File: src/sv/fpba_pkg.sv
// fpba_pkg: sizes, codes and bus types of the fit-policy block allocator
// used by the interfaces, the search cell, the top level and the checker

package fpba_pkg;

    // table geometry
    localparam int unsigned NUM_BLOCKS = 32;
    localparam int unsigned SIZE_WIDTH = 16;
    localparam int unsigned IDX_W      = $clog2(NUM_BLOCKS);

    // field widths fixed by the channels
    localparam int unsigned CMD_W      = 1;
    localparam int unsigned BIDX_W     = 5;
    localparam int unsigned FSIZE_W    = 16;
    localparam int unsigned MODE_W     = 2;
    localparam int unsigned BCNT_W     = 6;
    localparam int unsigned CFG_IDX_W  = 2;
    localparam int unsigned CFG_DATA_W = 6;

    // compare widths wide enough for both operands
    localparam int unsigned CMP_W  = (SIZE_WIDTH > FSIZE_W) ? SIZE_WIDTH : FSIZE_W;
    localparam int unsigned CNT_W  = (IDX_W > BCNT_W) ? IDX_W : BCNT_W;
    localparam int unsigned LIDX_W = (IDX_W > BIDX_W) ? IDX_W : BIDX_W;

    // commands
    localparam logic [CMD_W-1:0] CMD_LOAD  = 1'b0;
    localparam logic [CMD_W-1:0] CMD_ALLOC = 1'b1;

    // placement policies, the unused code acts as first fit
    localparam logic [MODE_W-1:0] MODE_FIRST = 2'd0;
    localparam logic [MODE_W-1:0] MODE_BEST  = 2'd1;
    localparam logic [MODE_W-1:0] MODE_WORST = 2'd2;

    // register indexes
    localparam logic [CFG_IDX_W-1:0] CFG_FIT_MODE    = 2'd0;
    localparam logic [CFG_IDX_W-1:0] CFG_BLOCK_COUNT = 2'd1;

    typedef logic [IDX_W-1:0]      t_idx;
    typedef logic [SIZE_WIDTH-1:0] t_size;
    typedef logic [CMP_W-1:0]      t_cmp;
    typedef logic [CNT_W-1:0]      t_cnt;
    typedef logic [LIDX_W-1:0]     t_lidx;

    // search token handed from cell to cell
    typedef struct packed {
        logic  valid;
        logic  found;
        t_idx  pick;
        t_size psize;
    } t_token;

    // load broadcast to all cells
    typedef struct packed {
        logic  valid;
        t_lidx index;
        t_size size;
    } t_load;

    // charge of the chosen block after a search
    typedef struct packed {
        logic  valid;
        t_idx  pick;
        t_size size;
    } t_charge;

endpackage

File: src/sv/fpba_if.sv
// fpba_if: request, response and register write channels of the allocator
// depends on fpba_pkg for field widths

interface fpba_req_if;
    logic                           valid;
    logic                           ready;
    logic [fpba_pkg::CMD_W-1:0]     command;
    logic [fpba_pkg::BIDX_W-1:0]    block_index;
    logic [fpba_pkg::FSIZE_W-1:0]   block_size;
    logic [fpba_pkg::FSIZE_W-1:0]   request_size;

    modport source (output valid, command, block_index, block_size, request_size,
                    input ready);
    modport sink   (input valid, command, block_index, block_size, request_size,
                    output ready);
endinterface

interface fpba_rsp_if;
    logic                           valid;
    logic                           ready;
    logic                           granted;
    logic [fpba_pkg::BIDX_W-1:0]    chosen_block;
    logic [fpba_pkg::FSIZE_W-1:0]   remaining_size;

    modport source (output valid, granted, chosen_block, remaining_size, input ready);
    modport sink   (input valid, granted, chosen_block, remaining_size, output ready);
endinterface

interface fpba_cfg_if;
    logic                             valid;
    logic                             ready;
    logic [fpba_pkg::CFG_IDX_W-1:0]   index;
    logic [fpba_pkg::CFG_DATA_W-1:0]  data;

    modport source (output valid, index, data, input ready);
    modport sink   (input valid, index, data, output ready);
endinterface

File: src/sv/fpba_cell.sv
// fpba_cell: one table entry of the allocator and one step of the search chain
// depends on fpba_pkg for widths, policy codes and bus types

module fpba_cell (
    input  logic                          i_clk,
    input  logic                          i_rst_n,
    input  fpba_pkg::t_idx                i_index,
    input  logic [fpba_pkg::MODE_W-1:0]   i_fit_mode,
    input  logic [fpba_pkg::BCNT_W-1:0]   i_block_count,
    input  logic [fpba_pkg::FSIZE_W-1:0]  i_request,
    input  fpba_pkg::t_load               i_load,
    input  fpba_pkg::t_charge             i_charge,
    input  fpba_pkg::t_token              i_token,
    output fpba_pkg::t_token              o_token
);

    fpba_pkg::t_size  r_size, n_size;
    fpba_pkg::t_token r_token, n_token;
    logic             w_active;
    logic             w_fits;
    logic             w_better;

    // entry lies inside the searched range and holds the request
    assign w_active = fpba_pkg::t_cnt'(i_index) < fpba_pkg::t_cnt'(i_block_count);
    assign w_fits   = fpba_pkg::t_cmp'(r_size) >= fpba_pkg::t_cmp'(i_request);

    // strict compare keeps ties on the lower index
    always_comb begin
        case (i_fit_mode)
            fpba_pkg::MODE_BEST:  w_better = r_size < i_token.psize;
            fpba_pkg::MODE_WORST: w_better = r_size > i_token.psize;
            default:              w_better = 1'b0;
        endcase
    end

    // update the passing token
    always_comb begin
        n_token = i_token;
        if (i_token.valid && w_active && w_fits && (!i_token.found || w_better)) begin
            n_token.found = 1'b1;
            n_token.pick  = i_index;
            n_token.psize = r_size;
        end
    end

    // entry write by load or by charge
    always_comb begin
        n_size = r_size;
        if (i_load.valid && (i_load.index == fpba_pkg::t_lidx'(i_index))) begin
            n_size = i_load.size;
        end else if (i_charge.valid && (i_charge.pick == i_index)) begin
            n_size = i_charge.size;
        end
    end

    always_ff @(posedge i_clk) begin
        if (!i_rst_n) begin
            r_size  <= '0;
            r_token <= '0;
        end else begin
            r_size  <= n_size;
            r_token <= n_token;
        end
    end

    assign o_token = r_token;

endmodule

File: src/sv/fit_policy_block_allocator.sv
// fit_policy_block_allocator: table of free block sizes with first, best and
// worst fit placement; depends on fpba_pkg, fpba_if and fpba_cell
//
// Channels: i_req takes words of command, block_index, block_size and
// request_size; o_rsp gives one word of granted, chosen_block and
// remaining_size for each allocate; i_cfg writes fit_mode (index 0) and
// block_count (index 1); the user must write it only while the block is idle,
// which the block itself does not enforce. A load gives no response word.
// An allocate launches a token down a row of NUM_BLOCKS cells, one cell a
// cycle, each cell holding one entry and keeping the best pick so far. The
// last cell's token charges the chosen entry and forms the response.
// One allocate is in flight at a time; i_req.ready is low during the scan.
// The response register frees the scan from the receiver: if o_rsp is
// stalled when a search ends, the result waits in a hold register and
// i_req stays not ready until it moves into the response register.
// Synchronous reset clears every table entry, both config registers and o_rsp.valid.

module fit_policy_block_allocator (
    input  logic              i_clk,
    input  logic              i_rst_n,
    fpba_req_if.sink          i_req,
    fpba_rsp_if.source        o_rsp,
    fpba_cfg_if.sink          i_cfg
);

    localparam logic [1:0] ST_IDLE = 2'd0;
    localparam logic [1:0] ST_SCAN = 2'd1;
    localparam logic [1:0] ST_HOLD = 2'd2;

    logic [1:0]                          r_state, n_state;
    logic [fpba_pkg::MODE_W-1:0]         r_fit_mode;
    logic [fpba_pkg::BCNT_W-1:0]         r_block_count;
    logic [fpba_pkg::FSIZE_W-1:0]        r_request;
    logic                                r_launch;
    logic                                r_hold_granted;
    logic [fpba_pkg::BIDX_W-1:0]         r_hold_block;
    logic [fpba_pkg::FSIZE_W-1:0]        r_hold_remain;
    logic                                r_out_valid, n_out_valid;
    logic                                r_out_granted;
    logic [fpba_pkg::BIDX_W-1:0]         r_out_block;
    logic [fpba_pkg::FSIZE_W-1:0]        r_out_remain;

    logic                                w_accept;
    logic                                w_slot_free;
    logic                                w_scan_end;
    logic                                w_load_out;
    fpba_pkg::t_load                     w_load;
    fpba_pkg::t_charge                   w_charge;
    fpba_pkg::t_token                    w_token [fpba_pkg::NUM_BLOCKS+1];
    fpba_pkg::t_token                    w_last;
    fpba_pkg::t_size                     w_new_size;
    logic                                w_res_granted;
    logic [fpba_pkg::BIDX_W-1:0]         w_res_block;
    logic [fpba_pkg::FSIZE_W-1:0]        w_res_remain;

    // handshakes
    assign i_req.ready = (r_state == ST_IDLE);
    assign i_cfg.ready = 1'b1;
    assign w_accept    = i_req.valid && i_req.ready;
    assign w_slot_free = !r_out_valid || o_rsp.ready;

    // load broadcast, entries outside the table match no cell
    assign w_load.valid = w_accept && (i_req.command == fpba_pkg::CMD_LOAD);
    assign w_load.index = fpba_pkg::t_lidx'(i_req.block_index);
    assign w_load.size  = fpba_pkg::t_size'(i_req.block_size);

    // token entering the first cell
    assign w_token[0].valid = r_launch;
    assign w_token[0].found = 1'b0;
    assign w_token[0].pick  = '0;
    assign w_token[0].psize = '0;

    // row of cells
    for (genvar k = 0; k < fpba_pkg::NUM_BLOCKS; k++) begin : g_cell
        fpba_cell u_cell (
            .i_clk         (i_clk),
            .i_rst_n       (i_rst_n),
            .i_index       (fpba_pkg::t_idx'(k)),
            .i_fit_mode    (r_fit_mode),
            .i_block_count (r_block_count),
            .i_request     (r_request),
            .i_load        (w_load),
            .i_charge      (w_charge),
            .i_token       (w_token[k]),
            .o_token       (w_token[k+1])
        );
    end

    // result of the search leaving the last cell
    assign w_last        = w_token[fpba_pkg::NUM_BLOCKS];
    assign w_scan_end    = (r_state == ST_SCAN) && w_last.valid;
    assign w_new_size    = w_last.psize - fpba_pkg::t_size'(r_request);
    assign w_res_granted = w_last.found;
    assign w_res_block   = w_last.found ? fpba_pkg::BIDX_W'(w_last.pick) : '0;
    assign w_res_remain  = w_last.found ? fpba_pkg::FSIZE_W'(w_new_size) : '0;

    assign w_charge.valid = w_scan_end && w_last.found;
    assign w_charge.pick  = w_last.pick;
    assign w_charge.size  = w_new_size;

    assign w_load_out = w_slot_free && (w_scan_end || (r_state == ST_HOLD));

    // sequencer
    always_comb begin
        n_state = r_state;
        case (r_state)
            ST_IDLE: begin
                if (w_accept && (i_req.command == fpba_pkg::CMD_ALLOC)) begin
                    n_state = ST_SCAN;
                end
            end
            ST_SCAN: begin
                if (w_last.valid) begin
                    n_state = w_slot_free ? ST_IDLE : ST_HOLD;
                end
            end
            ST_HOLD: begin
                if (w_slot_free) begin
                    n_state = ST_IDLE;
                end
            end
            default: n_state = ST_IDLE;
        endcase
    end

    // response valid
    always_comb begin
        n_out_valid = r_out_valid;
        if (w_load_out) begin
            n_out_valid = 1'b1;
        end else if (o_rsp.ready) begin
            n_out_valid = 1'b0;
        end
    end

    // control registers
    always_ff @(posedge i_clk) begin
        if (!i_rst_n) begin
            r_state       <= ST_IDLE;
            r_launch      <= 1'b0;
            r_out_valid   <= 1'b0;
            r_fit_mode    <= fpba_pkg::MODE_FIRST;
            r_block_count <= '0;
        end else begin
            r_state     <= n_state;
            r_launch    <= w_accept && (i_req.command == fpba_pkg::CMD_ALLOC);
            r_out_valid <= n_out_valid;
            if (i_cfg.valid && i_cfg.ready) begin
                case (i_cfg.index)
                    fpba_pkg::CFG_FIT_MODE:    r_fit_mode    <= i_cfg.data[fpba_pkg::MODE_W-1:0];
                    fpba_pkg::CFG_BLOCK_COUNT: r_block_count <= i_cfg.data[fpba_pkg::BCNT_W-1:0];
                    default: ;
                endcase
            end
        end
    end

    // payload registers
    always_ff @(posedge i_clk) begin
        if (w_accept && (i_req.command == fpba_pkg::CMD_ALLOC)) begin
            r_request <= i_req.request_size;
        end
        if (w_scan_end) begin
            r_hold_granted <= w_res_granted;
            r_hold_block   <= w_res_block;
            r_hold_remain  <= w_res_remain;
        end
        if (w_load_out) begin
            r_out_granted <= (r_state == ST_HOLD) ? r_hold_granted : w_res_granted;
            r_out_block   <= (r_state == ST_HOLD) ? r_hold_block   : w_res_block;
            r_out_remain  <= (r_state == ST_HOLD) ? r_hold_remain  : w_res_remain;
        end
    end

    assign o_rsp.valid          = r_out_valid;
    assign o_rsp.granted        = r_out_granted;
    assign o_rsp.chosen_block   = r_out_block;
    assign o_rsp.remaining_size = r_out_remain;

endmodule

File: src/flat_wrapper.sv
// flat-port wrapper written by rule: the top's interface ports become plain ports
module fit_policy_block_allocator_flat 
  (i_clk, i_rst_n, i_req_valid, i_req_command, i_req_block_index, i_req_block_size, i_req_request_size, i_req_ready, o_rsp_valid, o_rsp_granted, o_rsp_chosen_block, o_rsp_remaining_size, o_rsp_ready, i_cfg_valid, i_cfg_index, i_cfg_data, i_cfg_ready);
  fpba_req_if i_req_i ();
  fpba_rsp_if o_rsp_i ();
  fpba_cfg_if i_cfg_i ();
  input  logic i_clk;
  input  logic i_rst_n;
  input wire logic [$bits(i_req_i.valid)-1:0] i_req_valid;
  input wire logic [$bits(i_req_i.command)-1:0] i_req_command;
  input wire logic [$bits(i_req_i.block_index)-1:0] i_req_block_index;
  input wire logic [$bits(i_req_i.block_size)-1:0] i_req_block_size;
  input wire logic [$bits(i_req_i.request_size)-1:0] i_req_request_size;
  output wire logic [$bits(i_req_i.ready)-1:0] i_req_ready;
  output wire logic [$bits(o_rsp_i.valid)-1:0] o_rsp_valid;
  output wire logic [$bits(o_rsp_i.granted)-1:0] o_rsp_granted;
  output wire logic [$bits(o_rsp_i.chosen_block)-1:0] o_rsp_chosen_block;
  output wire logic [$bits(o_rsp_i.remaining_size)-1:0] o_rsp_remaining_size;
  input wire logic [$bits(o_rsp_i.ready)-1:0] o_rsp_ready;
  input wire logic [$bits(i_cfg_i.valid)-1:0] i_cfg_valid;
  input wire logic [$bits(i_cfg_i.index)-1:0] i_cfg_index;
  input wire logic [$bits(i_cfg_i.data)-1:0] i_cfg_data;
  output wire logic [$bits(i_cfg_i.ready)-1:0] i_cfg_ready;
  assign i_req_i.valid = i_req_valid;
  assign i_req_i.command = i_req_command;
  assign i_req_i.block_index = i_req_block_index;
  assign i_req_i.block_size = i_req_block_size;
  assign i_req_i.request_size = i_req_request_size;
  assign i_req_ready = i_req_i.ready;
  assign o_rsp_valid = o_rsp_i.valid;
  assign o_rsp_granted = o_rsp_i.granted;
  assign o_rsp_chosen_block = o_rsp_i.chosen_block;
  assign o_rsp_remaining_size = o_rsp_i.remaining_size;
  assign o_rsp_i.ready = o_rsp_ready;
  assign i_cfg_i.valid = i_cfg_valid;
  assign i_cfg_i.index = i_cfg_index;
  assign i_cfg_i.data = i_cfg_data;
  assign i_cfg_ready = i_cfg_i.ready;
  fit_policy_block_allocator u_core (.i_clk(i_clk), .i_rst_n(i_rst_n), .i_req(i_req_i), .o_rsp(o_rsp_i), .i_cfg(i_cfg_i));
endmodule
File: config.mk
export PLATFORM = sky130hd
export DESIGN_NAME = fit_policy_block_allocator_flat
export DESIGN_NICKNAME = d
export VERILOG_FILES = /design/src/sv/fpba_pkg.sv /design/src/sv/fpba_if.sv /design/src/sv/fpba_cell.sv /design/src/sv/fit_policy_block_allocator.sv /design/src/flat_wrapper.sv
export SDC_FILE = /design/constraint.sdc
export NUM_CORES = 2
export LEC_CHECK = 0
export ABC_AREA = 1
export BUFFER_PORTS_ARGS = -buffer_cell sky130_fd_sc_hd__buf_4
export CAP_MARGIN = 0
export CORE_UTILIZATION = 30
export DETAILED_ROUTE_END_ITERATION = 6
export GPL_TIMING_DRIVEN = 0
export PLACE_DENSITY_LB_ADDON = 0.08
export SLEW_MARGIN = 30
export SYNTH_ARGS = -nofsm -noshare
export SYNTH_HDL_FRONTEND = slang
export SYNTH_SLANG_ARGS = --single-unit
File: constraint.sdc
create_clock -name i_clk -period 3.4 [get_ports i_clk]
set_clock_uncertainty 0.05 [all_clocks]
set_input_delay 0.34 -clock i_clk [delete_from_list [all_inputs] [get_ports i_clk]]
set_output_delay 0.34 -clock i_clk [all_outputs]
set_load 0.01 [all_outputs]
==> impl_metrics.tcl <==
set metrics [dict create \
    muxShareOfSynthArea_pct 0 \
    grt_start_max_net_pins 30 \
    antenna_found_initial 47 \
    cp_slowest_cell "edfxtp_1" \
    preCtsSetupSlack_ns -1.81 \
    multi_input_area_um2 43200 \
    root_buffer "clkbuf_16" \
    cts_tree "yes" \
    numCtsBuffers 164 \
    clk_pin_slew_ns 0.07 \
    instances_no_fill 15000 \
    fin_setup_tns_ns -0.00507 \
    num_vias 80000 \
    drt-wirelength-per-cell_um 28.4 \
    netlist_area_um2 78100 \
    post_synth.cell_area_avg_um2 7.02 \
    syn_to_final_growth_pct 18.3 \
    die_h_um 512 \
    clk_latency_ns 0.86 \
    synth_edf_count 60 \
    worst_pin_slew_ns 1.11 \
    portBuffers 69 \
    finalMaxSlewViolations 0 \
    cp.required_ns 4.12 \
    path_delay_family "buffers and inverters" \
    place_inst 14700 \
    postLayoutCoreUtil_pct 35.8 \
    synth_xor_area_share_pct 0.0224 \
    synthAdderAreaFrac_pct 16.4 \
    ys.flop_type "dfxtp_1" \
    drive_gt1_share_pct 7.52 \
    max_stage_delay_ns 0.44 \
    drt-total-wl_mm 428 \
    hold_viol 0 \
    grt.total_usage_pct 31.8 \
    fillCellCount 27500 \
    viasPerCell 5.31 \
    synth_top_family_by_area "simple AND/OR/NAND/NOR gates" \
    syn_nets 12200 \
    io_pins 76 \
    power_leakage_nw 40.2 \
    synthCells 11100 \
    max_freq_ghz 0.294 \
    grt-ovfl-total 0 \
    place.detailed.hpwl_mm 333 \
    power_density_nw_per_um2 398 \
    synth_top_area_cell "dfxtp_1" \
    slew_headroom_pct 25.9 \
    status "finished, violations left" \
    synth_top_area_share_pct 31.5 \
    drt-initial-drc-count 8429 \
    fin_ws_ns -0.00507 \
    vdd_drop_max_uv 563 \
    critPathLaunchType "flop" \
    ys_warn_count 0 \
    fin_nets 12600 \
    die_w_um 512 \
    max_cap_viol_count 0 \
    min_path_type "primary input to flop" \
    drc 1 \
    crit_type "flop to flop" \
    drt_first_pass_iters 7 \
    grt_pass1_vias 75100 \
    yosysSeqAreaShare_pct 33.8 \
    synthSimpleGateAreaFrac_pct 23.6 \
    rsz0062_at_grt "no" \
    synth_cell_types 55 \
    fin_crit_ns 3.41 \
    num_rows 186 \
    ctsHtreeMaxLevel 4 \
    async_reset_ff_share_pct 0 \
    ys_seq_elements 1289 \
    violations "DRC, setup timing" \
    clock-sinks 1289 \
    regArea_um2 26400 \
    place.gp.congestion 0.957 \
    crit_buf_inv 5 \
    die-area_um2 262000 \
    path_max_fanout 17 \
    whs_ns 0.0516 \
    critPathCaptureType "flop" \
    worstPathArrival_ns 4.12 \
    synth_compound_area_share_pct 14.9 \
    finalCritPeriodShare_pct 100 \
    ant_nets 0 \
    clock_path_buffers 3 \
    yosys-top-cells-area "dfxtp_1 32%, ha_1 16%, nand2_1 11%, inv_1 8.1%, a21oi_1 7.9%" \
    design.core.area_um2 258000 \
    worstPathCellList "inv_6 -> buf_16 -> ha_1 -> nand2_1 -> nor2_1 -> nor2_1 -> nand2_1 -> nand2_1 -> nand2_2 -> inv_1 -> clkbuf_4 -> buf_12 -> a21oi_1 -> nor2_1" \
    finalSetupViolations 1 \
    initial_utilization_pct 30.3 \
    grt_pass1_wl_mm 585 \
]
[timing repair]
item | CTS | global route
cloned | 1 | 0
buffers inserted | 14 | 12
hold buffers | 38 | 0
endpoints found under the setup margin | 509 | 194
endpoints found under the hold margin | 55 | 0
resized for setup | 125 | 65
pin swaps | 5 | 2
[tightest hold or removal path, cell delays in order]
cell and delay, ns:
buf_4 0.09, nor3_2 0.11, inv_1 0.25, a21oi_1 0.11
[registers in the layout, indices dropped and copies added, names as in the netlist]
register,flops
u_core.r_request,16
u_core.r_hold_granted,1
u_core.r_fit_mode,2
u_core.g_cell.u_cell.o_token,705
u_core.r_hold_remain,16
u_core.r_hold_block,5
u_core.g_cell.u_cell.r_size,512
u_core.o_rsp.chosen_block,5
u_core.r_launch,1
u_core.o_rsp.remaining_size,16
u_core.o_rsp.granted,1
u_core.o_rsp.valid,1
u_core.r_state,2
u_core.r_block_count,6
[kinds of logic after synthesis]
group                      count (synthesis)
AOI/OAI and AO/OA                       2105
xor gates and xnor gates                   2
adders and majority gates               1026
buffers and inverters                   2286
DFF                                     1289
other                                      1
and+or+nand+nor                         4411
[report_power, final]
group	switching, mW	leakage [nW]	internal, mW
combinational	2.42	27.1	0.842
sequential	0.0577	10.4	15.2
clock	7.49	2.69	10.8
total	9.97	40.2	26.8
[cell usage in the layout (no fill, tap or decap), drive strengths merged, types with 5 or more instances in the layout]
master / n
o22ai: 301
o221ai: 42
o21bai: 29
and3: 5
a31oi: 135
nor4: 6
nand2: 2295
buf: 344
inv: 1745
ha: 1025
dfxtp: 1229
clkinv: 71
or2: 6
a21o: 5
clkbuf: 580
nor3b: 5
nand4: 171
clkinvlp: 8
nor3: 43
a21oi: 1240
o21a: 90
edfxtp: 60
o21ai: 243
nand3: 770
a22oi: 10
bufinv: 20
nor2: 1106
diode: 22
dlygate4sd3: 38
[layer usage]
layer	track usage [%]	vias up	routed length (um)
met5	0	-	119
met4	18.5	20	28400
met3	5.44	873	30400
met2	49.7	3297	186000
met1	41.0	38500	183000
li1	-	37200	-
[final cells by class]
type	count	area share, %
Timing Repair Buffer	236	3.83
Tap cell	3384	4.58
Clock inverter	58	0.803
Sequential cell	1289	28.6
Clock buffer	232	5.13
Multi-Input combinational cell	7545	46.8
Buffer	495	2.71
Inverter	1786	7.51
Antenna cell	22	0.0596
[path summary, 6_finish.rpt]
| check | slack (ns) | depth (start not counted) | start | endpoint |
|---|---|---|---|---|
| max | -0.005 | 14 | u_core.r_request[5] | u_core.g_cell[13].u_cell.r_size[7] |
| min | 0.05 | 4 | i_cfg_index[1] | u_core.r_block_count[1] |
| max reg2reg | -0.005 | 14 | u_core.r_request[5] | u_core.g_cell[13].u_cell.r_size[7] |
| min reg2reg | 0.35 | 2 | u_core.g_cell[27].u_cell.o_token[17] | u_core.g_cell[28].u_cell.o_token[17] |
[metrics by stage]
step	total power, mW	cell area [um^2]
finish	36.8	92400
global route	37.7	92400
global placement	18.3	82800
detailed placement	18.7	85600
CTS	37.0	92100
floorplan	16.7	78100
[synth_stat cells (16+ instances only)]
cell / instances
a21oi_1: 1240
a31oi_1: 135
buf_1: 58
buf_2: 72
clkbuf_1: 351
clkinv_1: 38
dfxtp_1: 1229
edfxtp_1: 60
ha_1: 1025
inv_1: 1692
inv_2: 52
nand2_1: 2275
nand2_2: 19
nand3_1: 763
nand4_1: 171
nor2_1: 1077
nor2_4: 16
nor3_1: 41
o21a_1: 90
o21ai_0: 233
o21bai_1: 28
o221ai_1: 42
o22ai_1: 301
No activity file was read; power rests on OpenSTA's default activity.
